--- config.mk ---
export PLATFORM = sky130hd
export DESIGN_NAME = length_prefixed_frame_checker_core
export DESIGN_NICKNAME = d
export VERILOG_FILES = /design/src/hw/rtl/lpfc_pkg.sv /design/src/hw/rtl/length_prefixed_frame_checker_core.sv /design/src/hw/rtl/lpfc_ram.sv /design/src/hw/rtl/lpfc_datapath.sv /design/src/hw/rtl/lpfc_ctrl.sv
export SDC_FILE = /design/constraint.sdc
export NUM_CORES = 1
export LEC_CHECK = 0
export ABC_AREA = 0
export BUFFER_PORTS_ARGS = -buffer_cell sky130_fd_sc_hd__buf_4
export CAP_MARGIN = 30
export CORE_AREA = 2 2 127 252
export DETAILED_ROUTE_END_ITERATION = 8
export DIE_AREA = 0 0 129 254
export PLACE_DENSITY = 0.71
export SLEW_MARGIN = 25
export SYNTH_ARGS = -nofsm -noshare
export SYNTH_HDL_FRONTEND = slang
export SYNTH_HIERARCHICAL = 1
export SYNTH_SLANG_ARGS = --single-unit
--- constraint.sdc ---
create_clock -name i_clk -period 4.94 [get_ports i_clk]
set_input_delay 0.988 -clock i_clk [delete_from_list [all_inputs] [get_ports i_clk]]
set_output_delay 0.988 -clock i_clk [all_outputs]
set_load 0.05 [all_outputs]
--- src/hw/rtl/lpfc_pkg.sv ---
// ----------------------------------------------------------------------------
// lpfc_pkg
// Shared types and constants of the length-prefixed frame checker.
// ----------------------------------------------------------------------------
package lpfc_pkg;

    localparam int LPFC_MAX_PAYLOAD = 32;

    localparam logic [7:0] LPFC_COMMA   = 8'h2C;
    localparam logic [7:0] LPFC_CHAR_0  = 8'h30;
    localparam logic [7:0] LPFC_CHAR_9  = 8'h39;
    localparam logic [1:0] LPFC_FLD_LEN = 2'd2;

    typedef enum logic [3:0] {
        PH_HEADER  = 4'b0001,
        PH_LEN     = 4'b0010,
        PH_PAYLOAD = 4'b0100,
        PH_CHK     = 4'b1000
    } t_phase;

    typedef enum logic [3:0] {
        ST_RUN   = 4'b0001,
        ST_RD    = 4'b0010,
        ST_WAIT  = 4'b0100,
        ST_COMMA = 4'b1000
    } t_state;

    typedef enum logic [1:0] {
        LD_NONE,
        LD_BYTE,
        LD_COMMA,
        LD_ERROR
    } t_load;

    typedef struct packed {
        logic  take;
        logic  rd_en;
        logic  idx_clr;
        logic  idx_inc;
        t_load load;
    } t_cmd;

    typedef struct packed {
        logic frame_done;
        logic frame_err;
        logic payload_empty;
        logic idx_last;
        logic out_empty;
        logic out_free;
    } t_sts;

endpackage

--- src/hw/rtl/length_prefixed_frame_checker_core.sv ---
// ----------------------------------------------------------------------------
// length_prefixed_frame_checker_core
// Results: a dropped-frame or comma-only result is valid the cycle after the closing
// word; the first payload byte of a good frame is read in ST_RD and loaded in ST_WAIT.
// Throughput: one word per cycle while a frame is parsed; a word waits while a result
// is still held. A good frame blocks input while it is replayed, since the store's
// registered read port needs one read state and one load state per payload byte.
// Reset: synchronous, active low; parser expects a header, no result pending.
// ----------------------------------------------------------------------------
module length_prefixed_frame_checker_core import lpfc_pkg::*; #(
    parameter int MAX_PAYLOAD = LPFC_MAX_PAYLOAD
) (
    input  logic       i_clk,
    input  logic       i_rst_n,
    input  logic       i_valid,
    output logic       o_stall,
    input  logic [7:0] i_data_byte,
    input  logic       i_record_end,
    output logic       o_valid,
    input  logic       i_stall,
    output logic [7:0] o_out_byte,
    output logic       o_frame_error,
    output logic       o_last
);

    t_cmd cmd;
    t_sts sts;
    logic ready;

    lpfc_ctrl u_ctrl (
        .i_clk   (i_clk),
        .i_rst_n (i_rst_n),
        .i_valid (i_valid),
        .i_sts   (sts),
        .o_cmd   (cmd),
        .o_ready (ready)
    );

    lpfc_datapath #(
        .MAX_PAYLOAD (MAX_PAYLOAD)
    ) u_datapath (
        .i_clk         (i_clk),
        .i_rst_n       (i_rst_n),
        .i_cmd         (cmd),
        .o_sts         (sts),
        .i_data_byte   (i_data_byte),
        .i_record_end  (i_record_end),
        .i_stall       (i_stall),
        .o_valid       (o_valid),
        .o_out_byte    (o_out_byte),
        .o_frame_error (o_frame_error),
        .o_last        (o_last)
    );

    assign o_stall = !ready;

`ifndef SYNTH
    a_no_take_while_full: assert property (@(posedge i_clk) disable iff (!i_rst_n)
        (i_valid && !o_stall) |-> !o_valid)
        else $error("word accepted while a result is pending");

    a_error_shape: assert property (@(posedge i_clk) disable iff (!i_rst_n)
        (o_valid && o_frame_error) |-> (o_last && (o_out_byte == 8'h00)))
        else $error("malformed error result");

    a_record_end_closes: assert property (@(posedge i_clk) disable iff (!i_rst_n)
        (i_valid && !o_stall && i_record_end) |=> o_stall)
        else $error("record end did not close the frame");
`endif

endmodule

--- src/hw/rtl/lpfc_ram.sv ---
// ----------------------------------------------------------------------------
// lpfc_ram
// Generic single-write, single-read RAM with registered read data.
// ----------------------------------------------------------------------------
module lpfc_ram #(
    parameter int WIDTH = 8,
    parameter int DEPTH = 32,
    localparam int AW   = (DEPTH > 1) ? $clog2(DEPTH) : 1
) (
    input  logic             i_clk,
    input  logic             i_we,
    input  logic [AW-1:0]    i_waddr,
    input  logic [WIDTH-1:0] i_wdata,
    input  logic             i_re,
    input  logic [AW-1:0]    i_raddr,
    output logic [WIDTH-1:0] o_rdata
);

    logic [WIDTH-1:0] r_mem [DEPTH];
    logic [WIDTH-1:0] r_rdata;

    always_ff @(posedge i_clk) begin
        if (i_we) begin
            r_mem[i_waddr] <= i_wdata;
        end
        if (i_re) begin
            r_rdata <= r_mem[i_raddr];
        end
    end

    assign o_rdata = r_rdata;

endmodule

--- src/hw/rtl/lpfc_datapath.sv ---
// ----------------------------------------------------------------------------
// lpfc_datapath
// Frame parser registers, payload store, replay index and output register.
// ----------------------------------------------------------------------------
module lpfc_datapath import lpfc_pkg::*; #(
    parameter int MAX_PAYLOAD = LPFC_MAX_PAYLOAD
) (
    input  logic       i_clk,
    input  logic       i_rst_n,
    input  t_cmd       i_cmd,
    output t_sts       o_sts,
    input  logic [7:0] i_data_byte,
    input  logic       i_record_end,
    input  logic       i_stall,
    output logic       o_valid,
    output logic [7:0] o_out_byte,
    output logic       o_frame_error,
    output logic       o_last
);

    localparam int         AW    = (MAX_PAYLOAD > 1) ? $clog2(MAX_PAYLOAD) : 1;
    localparam logic [6:0] MAX_C = 7'(MAX_PAYLOAD);

    t_phase     r_phase,  n_phase;
    logic [6:0] r_count,  n_count;
    logic [6:0] r_len,    n_len;
    logic [9:0] r_sum,    n_sum;
    logic [6:0] r_fd_val, n_fd_val;
    logic       r_fd_stop, n_fd_stop;
    logic [1:0] r_fd_cnt, n_fd_cnt;
    logic [6:0] r_emit_cnt, n_emit_cnt;
    logic [6:0] r_idx,    n_idx;
    logic       r_out_valid, n_out_valid;
    logic [7:0] r_out_byte, n_out_byte;
    logic       r_out_err,  n_out_err;
    logic       r_out_last, n_out_last;

    logic       is_digit;
    logic [3:0] dval;
    logic [6:0] dg_val;
    logic       dg_stop;
    logic [1:0] dg_cnt;
    logic       dg_done;
    logic [6:0] cnt_inc;
    logic       chk_done;
    logic       finish;
    logic [6:0] cval;
    logic       frame_err;
    logic       we;
    logic [7:0] rdata;
    logic       out_free;

    assign is_digit = (i_data_byte >= LPFC_CHAR_0) && (i_data_byte <= LPFC_CHAR_9);
    assign dval     = 4'(i_data_byte - LPFC_CHAR_0);
    assign cnt_inc  = r_count + 7'd1;

    // one character of a decimal field
    always_comb begin
        dg_val  = r_fd_val;
        dg_stop = r_fd_stop;
        if (!r_fd_stop) begin
            if (is_digit) begin
                dg_val = {r_fd_val[3:0], 3'b000} + {r_fd_val[5:0], 1'b0} + {3'b000, dval};
            end else begin
                dg_stop = 1'b1;
            end
        end
        dg_cnt  = r_fd_cnt + 2'd1;
        dg_done = (dg_cnt == LPFC_FLD_LEN);
    end

    // frame parser next state, before the frame close
    always_comb begin
        n_phase   = r_phase;
        n_count   = r_count;
        n_len     = r_len;
        n_sum     = r_sum;
        n_fd_val  = r_fd_val;
        n_fd_stop = r_fd_stop;
        n_fd_cnt  = r_fd_cnt;
        chk_done  = 1'b0;
        we        = 1'b0;
        case (r_phase)
            PH_HEADER: begin
                n_count   = '0;
                n_len     = '0;
                n_sum     = '0;
                n_fd_val  = '0;
                n_fd_stop = 1'b0;
                n_fd_cnt  = '0;
                n_phase   = PH_LEN;
            end
            PH_LEN: begin
                n_fd_val  = dg_val;
                n_fd_stop = dg_stop;
                n_fd_cnt  = dg_cnt;
                if (dg_done) begin
                    n_len     = dg_val;
                    n_fd_val  = '0;
                    n_fd_stop = 1'b0;
                    n_fd_cnt  = '0;
                    n_phase   = (dg_val != 7'd0) ? PH_PAYLOAD : PH_CHK;
                end
            end
            PH_PAYLOAD: begin
                we      = (r_len <= MAX_C) && (r_count < MAX_C);
                n_sum   = r_sum + {6'b000000, (is_digit ? dval : 4'd0)};
                n_count = cnt_inc;
                if (cnt_inc >= r_len) begin
                    n_phase = PH_CHK;
                end
            end
            PH_CHK: begin
                n_fd_val  = dg_val;
                n_fd_stop = dg_stop;
                n_fd_cnt  = dg_cnt;
                chk_done  = dg_done;
            end
            default: begin
                n_phase = PH_HEADER;
            end
        endcase
        finish    = chk_done || (i_record_end && (n_phase != PH_HEADER));
        cval      = (n_phase == PH_CHK) ? n_fd_val : 7'd0;
        frame_err = (n_len > MAX_C) || (n_sum != {3'b000, cval});
        if (finish) begin
            n_phase = PH_HEADER;
        end
    end

    lpfc_ram #(
        .WIDTH (8),
        .DEPTH (MAX_PAYLOAD)
    ) u_store (
        .i_clk   (i_clk),
        .i_we    (i_cmd.take && we),
        .i_waddr (r_count[AW-1:0]),
        .i_wdata (i_data_byte),
        .i_re    (i_cmd.rd_en),
        .i_raddr (r_idx[AW-1:0]),
        .o_rdata (rdata)
    );

    assign out_free = !r_out_valid || !i_stall;

    always_comb begin
        n_emit_cnt = r_emit_cnt;
        if (i_cmd.take && finish) begin
            n_emit_cnt = n_count;
        end
        n_idx = r_idx;
        if (i_cmd.idx_clr) begin
            n_idx = '0;
        end else if (i_cmd.idx_inc) begin
            n_idx = r_idx + 7'd1;
        end
        n_out_valid = r_out_valid && i_stall;
        n_out_byte  = r_out_byte;
        n_out_err   = r_out_err;
        n_out_last  = r_out_last;
        case (i_cmd.load)
            LD_BYTE: begin
                n_out_valid = 1'b1;
                n_out_byte  = rdata;
                n_out_err   = 1'b0;
                n_out_last  = 1'b0;
            end
            LD_COMMA: begin
                n_out_valid = 1'b1;
                n_out_byte  = LPFC_COMMA;
                n_out_err   = 1'b0;
                n_out_last  = 1'b1;
            end
            LD_ERROR: begin
                n_out_valid = 1'b1;
                n_out_byte  = 8'h00;
                n_out_err   = 1'b1;
                n_out_last  = 1'b1;
            end
            default: begin
            end
        endcase
    end

    always_ff @(posedge i_clk) begin
        if (!i_rst_n) begin
            r_phase     <= PH_HEADER;
            r_count     <= '0;
            r_len       <= '0;
            r_sum       <= '0;
            r_fd_val    <= '0;
            r_fd_stop   <= 1'b0;
            r_fd_cnt    <= '0;
            r_emit_cnt  <= '0;
            r_idx       <= '0;
            r_out_valid <= 1'b0;
        end else begin
            if (i_cmd.take) begin
                r_phase   <= n_phase;
                r_count   <= n_count;
                r_len     <= n_len;
                r_sum     <= n_sum;
                r_fd_val  <= n_fd_val;
                r_fd_stop <= n_fd_stop;
                r_fd_cnt  <= n_fd_cnt;
            end
            r_emit_cnt  <= n_emit_cnt;
            r_idx       <= n_idx;
            r_out_valid <= n_out_valid;
        end
    end

    always_ff @(posedge i_clk) begin
        r_out_byte <= n_out_byte;
        r_out_err  <= n_out_err;
        r_out_last <= n_out_last;
    end

    assign o_sts.frame_done    = finish;
    assign o_sts.frame_err     = frame_err;
    assign o_sts.payload_empty = (n_count == 7'd0);
    assign o_sts.idx_last      = ((r_idx + 7'd1) == r_emit_cnt);
    assign o_sts.out_empty     = !r_out_valid;
    assign o_sts.out_free      = out_free;

    assign o_valid       = r_out_valid;
    assign o_out_byte    = r_out_byte;
    assign o_frame_error = r_out_err;
    assign o_last        = r_out_last;

endmodule

--- src/hw/rtl/lpfc_ctrl.sv ---
// ----------------------------------------------------------------------------
// lpfc_ctrl
// Controller: accepts words, loads an error or comma-only result, or replays a validated payload from the store.
// ----------------------------------------------------------------------------
module lpfc_ctrl import lpfc_pkg::*; (
    input  logic i_clk,
    input  logic i_rst_n,
    input  logic i_valid,
    input  t_sts i_sts,
    output t_cmd o_cmd,
    output logic o_ready
);

    t_state r_state, n_state;

    always_comb begin
        n_state       = r_state;
        o_ready       = 1'b0;
        o_cmd.take    = 1'b0;
        o_cmd.rd_en   = 1'b0;
        o_cmd.idx_clr = 1'b0;
        o_cmd.idx_inc = 1'b0;
        o_cmd.load    = LD_NONE;
        case (r_state)
            ST_RUN: begin
                o_ready    = i_sts.out_empty;
                o_cmd.take = i_valid && i_sts.out_empty;
                if (o_cmd.take && i_sts.frame_done) begin
                    if (i_sts.frame_err) begin
                        o_cmd.load = LD_ERROR;
                    end else if (i_sts.payload_empty) begin
                        o_cmd.load = LD_COMMA;
                    end else begin
                        o_cmd.idx_clr = 1'b1;
                        n_state       = ST_RD;
                    end
                end
            end
            ST_RD: begin
                o_cmd.rd_en = 1'b1;
                n_state     = ST_WAIT;
            end
            ST_WAIT: begin
                if (i_sts.out_free) begin
                    o_cmd.load    = LD_BYTE;
                    o_cmd.idx_inc = 1'b1;
                    n_state       = i_sts.idx_last ? ST_COMMA : ST_RD;
                end
            end
            ST_COMMA: begin
                if (i_sts.out_free) begin
                    o_cmd.load = LD_COMMA;
                    n_state    = ST_RUN;
                end
            end
            default: begin
                n_state = ST_RUN;
            end
        endcase
    end

    always_ff @(posedge i_clk) begin
        if (!i_rst_n) begin
            r_state <= ST_RUN;
        end else begin
            r_state <= n_state;
        end
    end

endmodule

==> reports/qor.csv, run 1 <==
stage,metric,value,unit
sta,part of the cycle the worst path needs,95.93,%
worst_hold_path,Hold WC Path Type,flop to flop,
critical_path,path type of the worst setup path,input pin to flop,
cells_and_area,nets,1131,
logic_synthesis,Post-synth EDFFs,274,
sta,Slew headroom,39.44,%
sta,Slew @ Worst Pin,0.9060,ns
logic_synthesis,"Net Count, Synth",1036,
clock_network,Hold Buf Count CTS,0,
critical_path,CP Capture Type,flop,
logic_synthesis,Synth Area in Adders,2.340,%
sta,Final Max Slew Viols,0,
logic_synthesis,Post-Synth Simple-Gate Area,10.41,%
clock_network,CTS resizes,0,
clock_network,Root Driver,clkbuf_16,
cells_and_area,share of cells above drive strength 1,24.21,%
logic_synthesis,asr flop ratio synth,0,%
critical_path,worst reg-to-reg path cell count,18,
detailed_routing,Vias,8819,
clock_network,setup bufs post-CTS,0,
cells_and_area,final cell count without fillers,1530,
power,Lkg Pwr,5.823,nW
detailed_routing,routed len/inst,23.22,um
cells_and_area,final core occ,54.87,%
placement,DP HPWL,25.41,mm
cells_and_area,"commonest cells after routing, fill and taps aside","274 x edfxtp_1, 114 x buf_4, 80 x mux4_2",
clock_network,CTS tree,yes,
critical_path,r2r endpoint,u_datapath/o_out_byte[7],
power,PwrDens,331.6,nW/um^2
die,CORE AREA,30860,um^2
status,status,"complete, no violations",
logic_synthesis,multiplexer share of the synthesized area,13.41,%
logic_synthesis,Yosys reg bits,331,
sta,minimum clock period,4.739,ns
placement,dpl cells,1480,
worst_hold_path,worst hold start,u_datapath/r_fd_cnt[1],
global_route,antenna violations before repair,0,
cells_and_area,"most common cell after layout, fill and taps aside",edfxtp_1,
sta,Hold Fails Final Rpt,0,
logic_synthesis,Mean Syn Cell Area,14.91,um^2
clock_network,"Clk pin slew, worst setup/hold paths",0.07,ns
sta,fmax,211.0,MHz
logic_synthesis,post-synthesis xor/xnor area fraction,1.945,%
detailed_routing,DR pass1 iterations,5,
cells_and_area,Final Cell Area,16930,um^2
logic_synthesis,Cells after Synth,997,
cells_and_area,Layout area overhead,13.92,%
global_route,total gr overflow,0,
detailed_routing,DRC Markers,0,
logic_synthesis,Netlist cell types,74,
logic_synthesis,Synth Area in Compound Gates,6.356,%
logic_synthesis,Synth Cell Area,14860,um^2
clock_network,Clock Tree Buf Depth,3,
detailed_routing,drt total wl,35.52,mm
logic_synthesis,register area share after synthesis,63.04,%
die,num ports,25,
global_route,largest net degree at the start of global routing,52,
clock_network,Inserted Clock Buffers,27,
placement,DP Area,16040,um^2
detailed_routing,via density per instance,5.764,
job,max-cap violations,0,
die,die span in x,129,um
die,Die ar.,32770,um^2
global_route,GRT Total Usage,22.30,%
global_route,number of global-route vias before repair,9018,
clock_network,clock sinks,331,
die,die height,254,um
cells_and_area,Filler Cell Count,2418,
sta,Clock Skews,0.01143,ns
critical_path,Critical Path AT,4.98,ns
sta,Setup Viol. Count Final,0,
critical_path,Max Fanout on Critical Path,10,
sta,setup_tns,0,ns
critical_path,r2r startpoint,u_datapath/r_count[1],
die,row cnt,91,
detailed_routing,Iter 0 DRT Violations,676,
detailed_routing,post-route antenna net violation count,0,
power,maximum vdd drop,0.2599,mV
placement,IO buf count,24,
critical_path,CP required,5.18,ns
clock_network,htree depth,1,
global_route,first-pass GRT wire length,53.68,mm
critical_path,startpoint types,input pin,
logic_synthesis,most common flop cell mapped by yosys,edfxtp_1,
worst_hold_path,Hold EP,u_datapath/r_fd_cnt[1],
sta,RSZ-0062 raised after global routing,false,
logic_synthesis,largest family of logic cells by synthesized area,multiplexers,
critical_path,worst reg2reg setup slack,0.40,ns
die,Initial Util,48.17,%
placement,routability cong.,0.9131,
clock_network,worst skew pair latency,0.55,ns
logic_synthesis,YS warnings,6,
power,Power Total,5.614,mW
worst_hold_path,Hold Path Stages,2,
[cells by family after synthesis]
| kind of cell | Yosys count |
|---|---|
| simple gates | 289 |
| fa+ha+maj | 26 |
| xor+xnor | 33 |
| mux | 98 |
| flops | 331 |
| compound gates | 138 |
| buf+inv | 82 |
[metrics by stage]
step / setup WS [ns] / hold WS, ns
global placement: -0.2767 / 0.4630
floorplan: 0.001029 / 0.4518
global route: 0.004970 / 0.5214
finish: 0.2010 / 0.4949
detailed placement: -0.2994 / 0.4810
CTS: 0.2409 / 0.4897
[sequential cells by signal (all words and copies together) (netlist names), 4 cells and up]
name / count
u_datapath/r_phase: 4
u_datapath/r_sum: 10
u_datapath/r_emit_cnt: 7
u_datapath/u_store/r_mem: 256
u_datapath/r_count: 7
u_datapath/r_fd_val: 7
u_ctrl/r_state: 4
u_datapath/o_out_byte: 8
u_datapath/r_len: 7
u_datapath/u_store/o_rdata: 8
u_datapath/r_idx: 7
[routing by layer]
metal,vias to the layer above,track usage [%],wire length [um]
met5,-,0,0
met1,4479,22.24,11590
met2,230,43.60,20730
met4,0,12.70,2219
met3,82,2.168,985
li1,4028,-,-
[cells in the mapped netlist, types with 12 or more instances]
cell type  instances  share of area, %
a21oi_1           18              0.61
and2_1            22              0.93
clkbuf_1          26              0.66
dfxtp_1           57               7.7
edfxtp_1         274                55
ha_1              23               1.9
inv_1             31              0.78
mux4_2            80                12
nand2_1           75               1.9
nand3_1           19              0.64
nor2_1            78               2.0
nor2b_1           20              0.84
o211a_1           12              0.81
o21ai_0           34               1.1
xnor2_1           18               1.1
xor2_1            15              0.88
[worst max path at each step]
| stage | start | to | slack, ns | cells past startpoint |
|---|---|---|---|---|
| 6_report | i_data_byte[3] | u_datapath/o_out_byte[7] | 0.20 | 18 |
| 3_5_place_dp | i_data_byte[3] | u_datapath/o_out_byte[4] | -0.30 | 18 |
| 3_3_place_gp | i_data_byte[3] | u_datapath/o_out_byte[4] | -0.28 | 18 |
| 2_1_floorplan | i_data_byte[3] | u_datapath/o_frame_error | 0.001 | 18 |
| 5_1_grt | i_data_byte[3] | u_datapath/o_out_byte[7] | 0.005 | 18 |
| 4_1_cts | i_data_byte[3] | u_datapath/o_out_byte[7] | 0.24 | 18 |
[final cells by class]
| cell class | instances | area (um^2) | area share (%) |
|---|---|---|---|
| Sequential cell | 331 | 9374 | 55.37 |
| Multi-Input combinational cell | 584 | 5146 | 30.39 |
| Timing Repair Buffer | 116 | 903.4 | 5.336 |
| Clock buffer | 34 | 754.5 | 4.456 |
| Tap cell | 418 | 523.0 | 3.089 |
| Inverter | 32 | 120.1 | 0.7094 |
| Clock inverter | 14 | 107.6 | 0.6355 |
| Antenna cell | 1 | 2.502 | 0.01478 |
[worst max-delay path, cell delays in order]
cell and delay, ns:
buf_4 0.08, inv_1 0.06, fa_1 0.53, fa_1 0.58, inv_1 0.07, nor4b_2 0.30
nand3_1 0.12, a211oi_2 0.31, o211ai_2 0.19, buf_4 0.18, a21oi_1 0.11, o22ai_1 0.09
nand4_1 0.23, nor2_1 0.06, or4_1 0.43, a211oi_2 0.33, nor2_1 0.14, inv_2 0.19
[report_power, final]
part	leakage, nW	internal, mW	switching, mW
sequential	2.93	3.05	0.0285
combinational	2.47	0.142	0.289
clock	0.421	1.14	0.967
total	5.82	4.33	1.28
(Power assumes the default switching activity.)
==> run 2, diff against run 1 <==
Settings changed: PLACE_DENSITY 0.71 to 0.69.
Clock period 4.94 ns to 5.36 ns, I/O delays scaled along.
==> run 2 against run 1 <==
  * Power down 7.2%
  * Largest cell class unchanged
  * Global-route usage down 0.31 points
  * Cell area down 2.0%
  * Critical path type unchanged
  * Sequential share of layout area is 1.1 points higher
  * Register-to-register slack hardly changed
  * Flip-flop and latch count stayed put
  * Cell count down 2.6%
==> reports/qor.csv, run 2 (same netlist as run 1, synthesis figures left out) <==
stage,metric,value,unit
status,status,"complete, no violations",
critical_path,startpoint types,input pin,
worst_hold_path,worst hold start,u_datapath/r_fd_cnt[1],
global_route,antenna violations before repair,0,
sta,Setup Viol. Count Final,0,
clock_network,clock sinks,331,
cells_and_area,final cell count without fillers,1490,
sta,part of the cycle the worst path needs,94.36,%
die,CORE AREA,30860,um^2
global_route,number of global-route vias before repair,8874,
clock_network,CTS tree,yes,
die,num ports,25,
cells_and_area,share of cells above drive strength 1,20.58,%
cells_and_area,"commonest cells after routing, fill and taps aside","274 x edfxtp_1, 80 x mux4_2, 77 x nor2_1",
detailed_routing,via density per instance,5.845,
clock_network,setup bufs post-CTS,0,
detailed_routing,post-route antenna net violation count,0,
worst_hold_path,Hold WC Path Type,flop to flop,
sta,minimum clock period,5.058,ns
global_route,largest net degree at the start of global routing,52,
critical_path,Max Fanout on Critical Path,10,
sta,Final Max Slew Viols,0,
die,Die ar.,32770,um^2
job,max-cap violations,0,
critical_path,r2r startpoint,u_datapath/r_fd_val[2],
placement,routability cong.,0.9473,
sta,Slew headroom,31.70,%
clock_network,Inserted Clock Buffers,28,
sta,fmax,197.7,MHz
die,die span in x,129,um
global_route,GRT Total Usage,21.99,%
placement,DP HPWL,24.81,mm
power,maximum vdd drop,0.2034,mV
critical_path,CP required,5.63,ns
die,row cnt,91,
power,Lkg Pwr,5.582,nW
detailed_routing,Vias,8709,
critical_path,path type of the worst setup path,input pin to flop,
detailed_routing,DR pass1 iterations,5,
critical_path,r2r endpoint,u_datapath/o_out_byte[2],
global_route,total gr overflow,0,
die,die height,254,um
sta,setup_tns,0,ns
critical_path,Buf/Inv on CP,7,
detailed_routing,DRC Markers,0,
clock_network,htree depth,1,
sta,RSZ-0062 raised after global routing,false,
clock_network,"Clk pin slew, worst setup/hold paths",0.07,ns
critical_path,slowest CP cell,fa_1,
critical_path,worst reg2reg setup slack,0.41,ns
cells_and_area,Top Registers,"u_datapath/u_store/r_mem x256, u_datapath/r_sum x10",
cells_and_area,"most common cell after layout, fill and taps aside",edfxtp_1,
placement,dpl cells,1435,
clock_network,Root Driver,clkbuf_16,
detailed_routing,routed len/inst,23.65,um
die,Initial Util,48.17,%
sta,Slew @ Worst Pin,1.021,ns
critical_path,worst-path cell chain,buf_4 > inv_1 > fa_1 > fa_1 > inv_1 > nor4b_1 > nand3_1 > a211oi_1 > buf_4 > o211ai_2 > mux2i_1 > o31a_1 > nand4_1 > nor2_1 > or4_1 > a211oi_1 > buf_4 > nor2_1 > inv_1 > buf_12,
clock_network,Clock Tree Buf Depth,3,
worst_hold_path,Hold EP,u_datapath/r_fd_cnt[1],
cells_and_area,max reg flops,256,
critical_path,Worst path top cell family by delay,simple AND/OR/NAND/NOR gates,
power,PwrDens,313.9,nW/um^2
clock_network,Hold Buf Count CTS,0,
sta,Hold Fails Final Rpt,0,
detailed_routing,drt total wl,35.25,mm
global_route,first-pass GRT wire length,52.41,mm
sta,WHS,0.4866,ns
worst_hold_path,Hold Path Stages,2,
critical_path,"slowest stage delay, CP",0.58,ns
critical_path,CP Capture Type,flop,
placement,IO buf count,24,
sta,Clock Skews,0.01266,ns
clock_network,worst skew pair latency,0.56,ns
critical_path,Critical Path AT,5.32,ns
detailed_routing,Iter 0 DRT Violations,791,
cells_and_area,Layout area overhead,11.67,%
critical_path,worst reg-to-reg path cell count,19,
clock_network,CTS resizes,0,
cells_and_area,nets,1087,
cells_and_area,Largest Register,u_datapath/u_store/r_mem,
run 2: cell count changes in the layout (fill, tap and decap cells not counted), moves of 2 or more:
cell      delta
a211oi_2     -2
clkinv_1     -2
a211oi_1     +2
buf_4       -45
inv_6        -2
clkbuf_1     +5
diode_2      +2
run 2: per-layer routing:
| layer | routed length [um] | GRT usage, % | vias up | share of wire (%) |
|---|---|---|---|---|
| met5 | 0 | 0 | - | 0 |
| met2 | 20090 | 42.25 | 246 | 57 |
| met4 | 2369 | 14.25 | 0 | 6.7 |
| met3 | 1345 | 2.253 | 96 | 3.8 |
| li1 | - | - | 3945 | - |
| met1 | 11440 | 21.76 | 4422 | 32 |
run 2: metrics by stage:
step                cell area (um^2)  power [mW]  setup slack (ns)  util [%]
CTS                            16580       5.249            0.3323     53.74
finish                         16600       5.210            0.3021     53.79
detailed placement             15700       3.280           -0.2414     50.87
global route                   16590       5.366           0.05093     53.76
global placement               15700       3.272           -0.1687     50.87
floorplan                      14860       3.131           0.02813         -
run 2: layout make-up:
cell class / count / area [um^2]
clock buffers: 38 / 759.5
fillers: 2484 / 14260
well taps: 418 / 523.0
clock inverters: 13 / 123.9
multi-input cells: 584 / 5130
diodes: 3 / 7.507
flip-flops and latches: 331 / 9374
repair buffers: 71 / 558.0
inverters: 32 / 120.1
run 2: tightest hold or removal path: stages (launching register included):
cell,delay (ns)
dfxtp_1,0.33
nand2_1,0.06
a21boi_1,0.05
run 2: where the power goes:
part	internal, mW	switching, mW
clock	1.09	0.893
combinational	0.126	0.252
sequential	2.81	0.0376
run 2: worst max-delay path by stage:
| stage | startpoint | end | slack, ns | depth (start not counted) |
|---|---|---|---|---|
| after floorplan | i_data_byte[3] | u_datapath/o_frame_error | 0.03 | 18 |
| after global placement | i_data_byte[3] | u_datapath/o_out_byte[3] | -0.17 | 20 |
| after detailed placement | i_data_byte[3] | u_datapath/o_out_byte[7] | -0.24 | 20 |
| after CTS | i_data_byte[3] | u_datapath/o_out_byte[0] | 0.33 | 20 |
| after global routing | i_data_byte[3] | u_datapath/o_out_byte[1] | 0.05 | 20 |
| final | i_data_byte[3] | u_datapath/o_out_byte[2] | 0.30 | 20 |
==> run 3, diff against run 2 <==
Settings changed: CTS_BUF_LIST from default to sky130_fd_sc_hd__clkbuf_4 sky130_fd_sc_hd__clkbuf_8 sky130_fd_sc_hd__clkbuf_16, CTS_CLUSTER_DIAMETER from default to 100.
==> run 3 against run 2 <==
  * Flip-flop and latch count is the same
  * Cell area rose by 0.17%
  * Sequential power about the same
  * Non-clock buffer count unchanged
  * Setup slack better by 0.0010 ns
  * Critical path type unchanged
  * Critical endpoint is now u_datapath/o_last
  * Largest cell class unchanged
  * Largest power group unchanged
==> reports/qor.csv, run 3 (same netlist as run 1, synthesis figures left out) <==
stage,metric,value,unit
status,status,"complete, no violations",
detailed_routing,DRC Markers,0,
critical_path,slowest CP cell,fa_1,
critical_path,Buf/Inv on CP,7,
global_route,GRT Total Usage,22.00,%
cells_and_area,"most common cell after layout, fill and taps aside",edfxtp_1,
cells_and_area,Final Cell Area,16620,um^2
power,Lkg Pwr,5.613,nW
power,combinational group share of total power,7.2,%
power,Power Total,5.255,mW
cells_and_area,"commonest cells after routing, fill and taps aside","274 x edfxtp_1, 80 x mux4_2, 77 x nor2_1",
critical_path,"slowest stage delay, CP",0.58,ns
sta,Setup Viol. Count Final,0,
power,NetSw,1.182,mW
die,Die ar.,32770,um^2
clock_network,clock sinks,331,
critical_path,worst-path cell chain,buf_4 > inv_1 > fa_1 > fa_1 > inv_1 > nor4b_1 > nand3_1 > a211oi_1 > buf_4 > o211ai_2 > mux2i_1 > o31a_1 > nand4_1 > nor2_1 > or4_1 > a211oi_1 > buf_4 > nor2_1 > inv_1 > buf_12,
die,num ports,25,
power,Sw Ratio,22.49,%
power,part of the power in registers,54.2,%
die,die height,254,um
sta,part of the cycle the worst path needs,94.34,%
critical_path,Max Fanout on Critical Path,10,
power,PwrDens,316.1,nW/um^2
sta,Slew headroom,32.86,%
sta,minimum clock period,5.057,ns
clock_network,Inserted Clock Buffers,28,
cells_and_area,Top Registers,"u_datapath/u_store/r_mem x256, u_datapath/r_sum x10",
sta,Final Max Slew Viols,0,
worst_hold_path,Hold WC Path Type,flop to flop,
sta,Hold Fails Final Rpt,0,
die,Initial Util,48.17,%
critical_path,Critical Path AT,5.32,ns
power,Int Pwr,4.073,mW
global_route,first-pass GRT wire length,52.45,mm
cells_and_area,Layout area overhead,11.86,%
sta,fmax,197.8,MHz
critical_path,path type of the worst setup path,input pin to flop,
job,max-cap violations,0,
cells_and_area,nets,1087,
critical_path,worst reg2reg setup slack,0.42,ns
critical_path,CP Capture Type,flop,
power,maximum vdd drop,0.2039,mV
detailed_routing,drt total wl,35.28,mm
sta,Clock Skews,0.01299,ns
detailed_routing,via density per instance,5.872,
critical_path,startpoint types,input pin,
global_route,total gr overflow,0,
die,row cnt,91,
placement,routability cong.,0.9473,
cells_and_area,final cell count without fillers,1488,
detailed_routing,post-route antenna net violation count,0,
cells_and_area,max reg flops,256,
clock_network,worst skew pair latency,0.56,ns
detailed_routing,DR pass1 iterations,6,
power,Clock power frac,38.6,%
sta,RSZ-0062 raised after global routing,false,
cells_and_area,share of cells above drive strength 1,21.42,%
cells_and_area,Filler Cell Count,2488,
placement,IO buf count,24,
detailed_routing,routed len/inst,23.71,um
clock_network,Hold Buf Count CTS,0,
cells_and_area,final core occ,53.88,%
clock_network,"Clk pin slew, worst setup/hold paths",0.07,ns
clock_network,CTS tree,yes,
detailed_routing,Iter 0 DRT Violations,792,
global_route,antenna violations before repair,0,
detailed_routing,Vias,8737,
critical_path,Worst path top cell family by delay,simple AND/OR/NAND/NOR gates,
critical_path,CP required,5.63,ns
sta,WHS,0.4845,ns
cells_and_area,Largest Register,u_datapath/u_store/r_mem,
clock_network,Clock Tree Buf Depth,3,
sta,Slew @ Worst Pin,1.003,ns
clock_network,Root Driver,clkbuf_16,
global_route,number of global-route vias before repair,8879,
die,CORE AREA,30860,um^2
placement,DP HPWL,24.81,mm
placement,DP Area,15700,um^2
global_route,largest net degree at the start of global routing,52,
clock_network,htree depth,1,
clock_network,setup bufs post-CTS,0,
die,die span in x,129,um
clock_network,CTS resizes,0,
placement,dpl cells,1435,
-- run 3: changes by cell type in the layout (fill, tap and decap cells not counted) --
cell and delta:
diode_2 -2, clkbuf_1 -9, clkbuf_4 +9
-- run 3: tightest hold or removal path: cells and delay by family (launching register included) --
| family | cells | cell delay, ns |
|---|---|---|
| simple gates | 1 | 0.06 |
| compound gates | 1 | 0.05 |
| flops | 1 | 0.33 |
-- run 3: final timing paths --
check,from,endpoint,cells after the start
worst max-delay path,i_data_byte[3],u_datapath/o_last,20
worst min-delay path,u_datapath/r_fd_cnt[1],u_datapath/r_fd_cnt[1],2
worst min register to register,u_datapath/r_fd_cnt[1],u_datapath/r_fd_cnt[1],2
worst max register to register,u_datapath/r_fd_val[2],u_datapath/o_last,19
-- run 3: per-layer routing --
layer  GRT usage, %  up-vias  share of wire (%)
li1               -     3945                  -
met1          21.77     4436                 32
met2          42.27      261                 57
met3          2.253       95                3.8
met4          14.25        0                6.7
met5              0        -                  0
-- run 3: cell type report --
type	instances	area [um^2]	share of cell area (%)
Sequential cell	331	9374	56.39
Multi-Input combinational cell	584	5130	30.86
Clock buffer	38	793.3	4.772
Timing Repair Buffer	71	558.0	3.357
Tap cell	418	523.0	3.146
Clock inverter	13	123.9	0.7451
Inverter	32	120.1	0.7225
Antenna cell	1	2.502	0.01505
-- run 3: stage by stage --
stage,TNS (ns),worst slack [ns]
after floorplan,0,0.02813
after global placement,-2.253,-0.1687
after detailed placement,-3.683,-0.2414
after CTS,0,0.3336
after global routing,0,0.05096
final,0,0.3032
-- run 3: power groups by stage --
stage / sequential, mW / combinational [mW] / clock, mW
6_report: 2.85 / 0.378 / 2.03
4_1_cts: 2.85 / 0.379 / 2.07
5_1_grt: 2.85 / 0.411 / 2.15
3_5_place_dp: 2.90 / 0.377 / 0
3_3_place_gp: 2.90 / 0.370 / 0
2_1_floorplan: 2.93 / 0.203 / 0
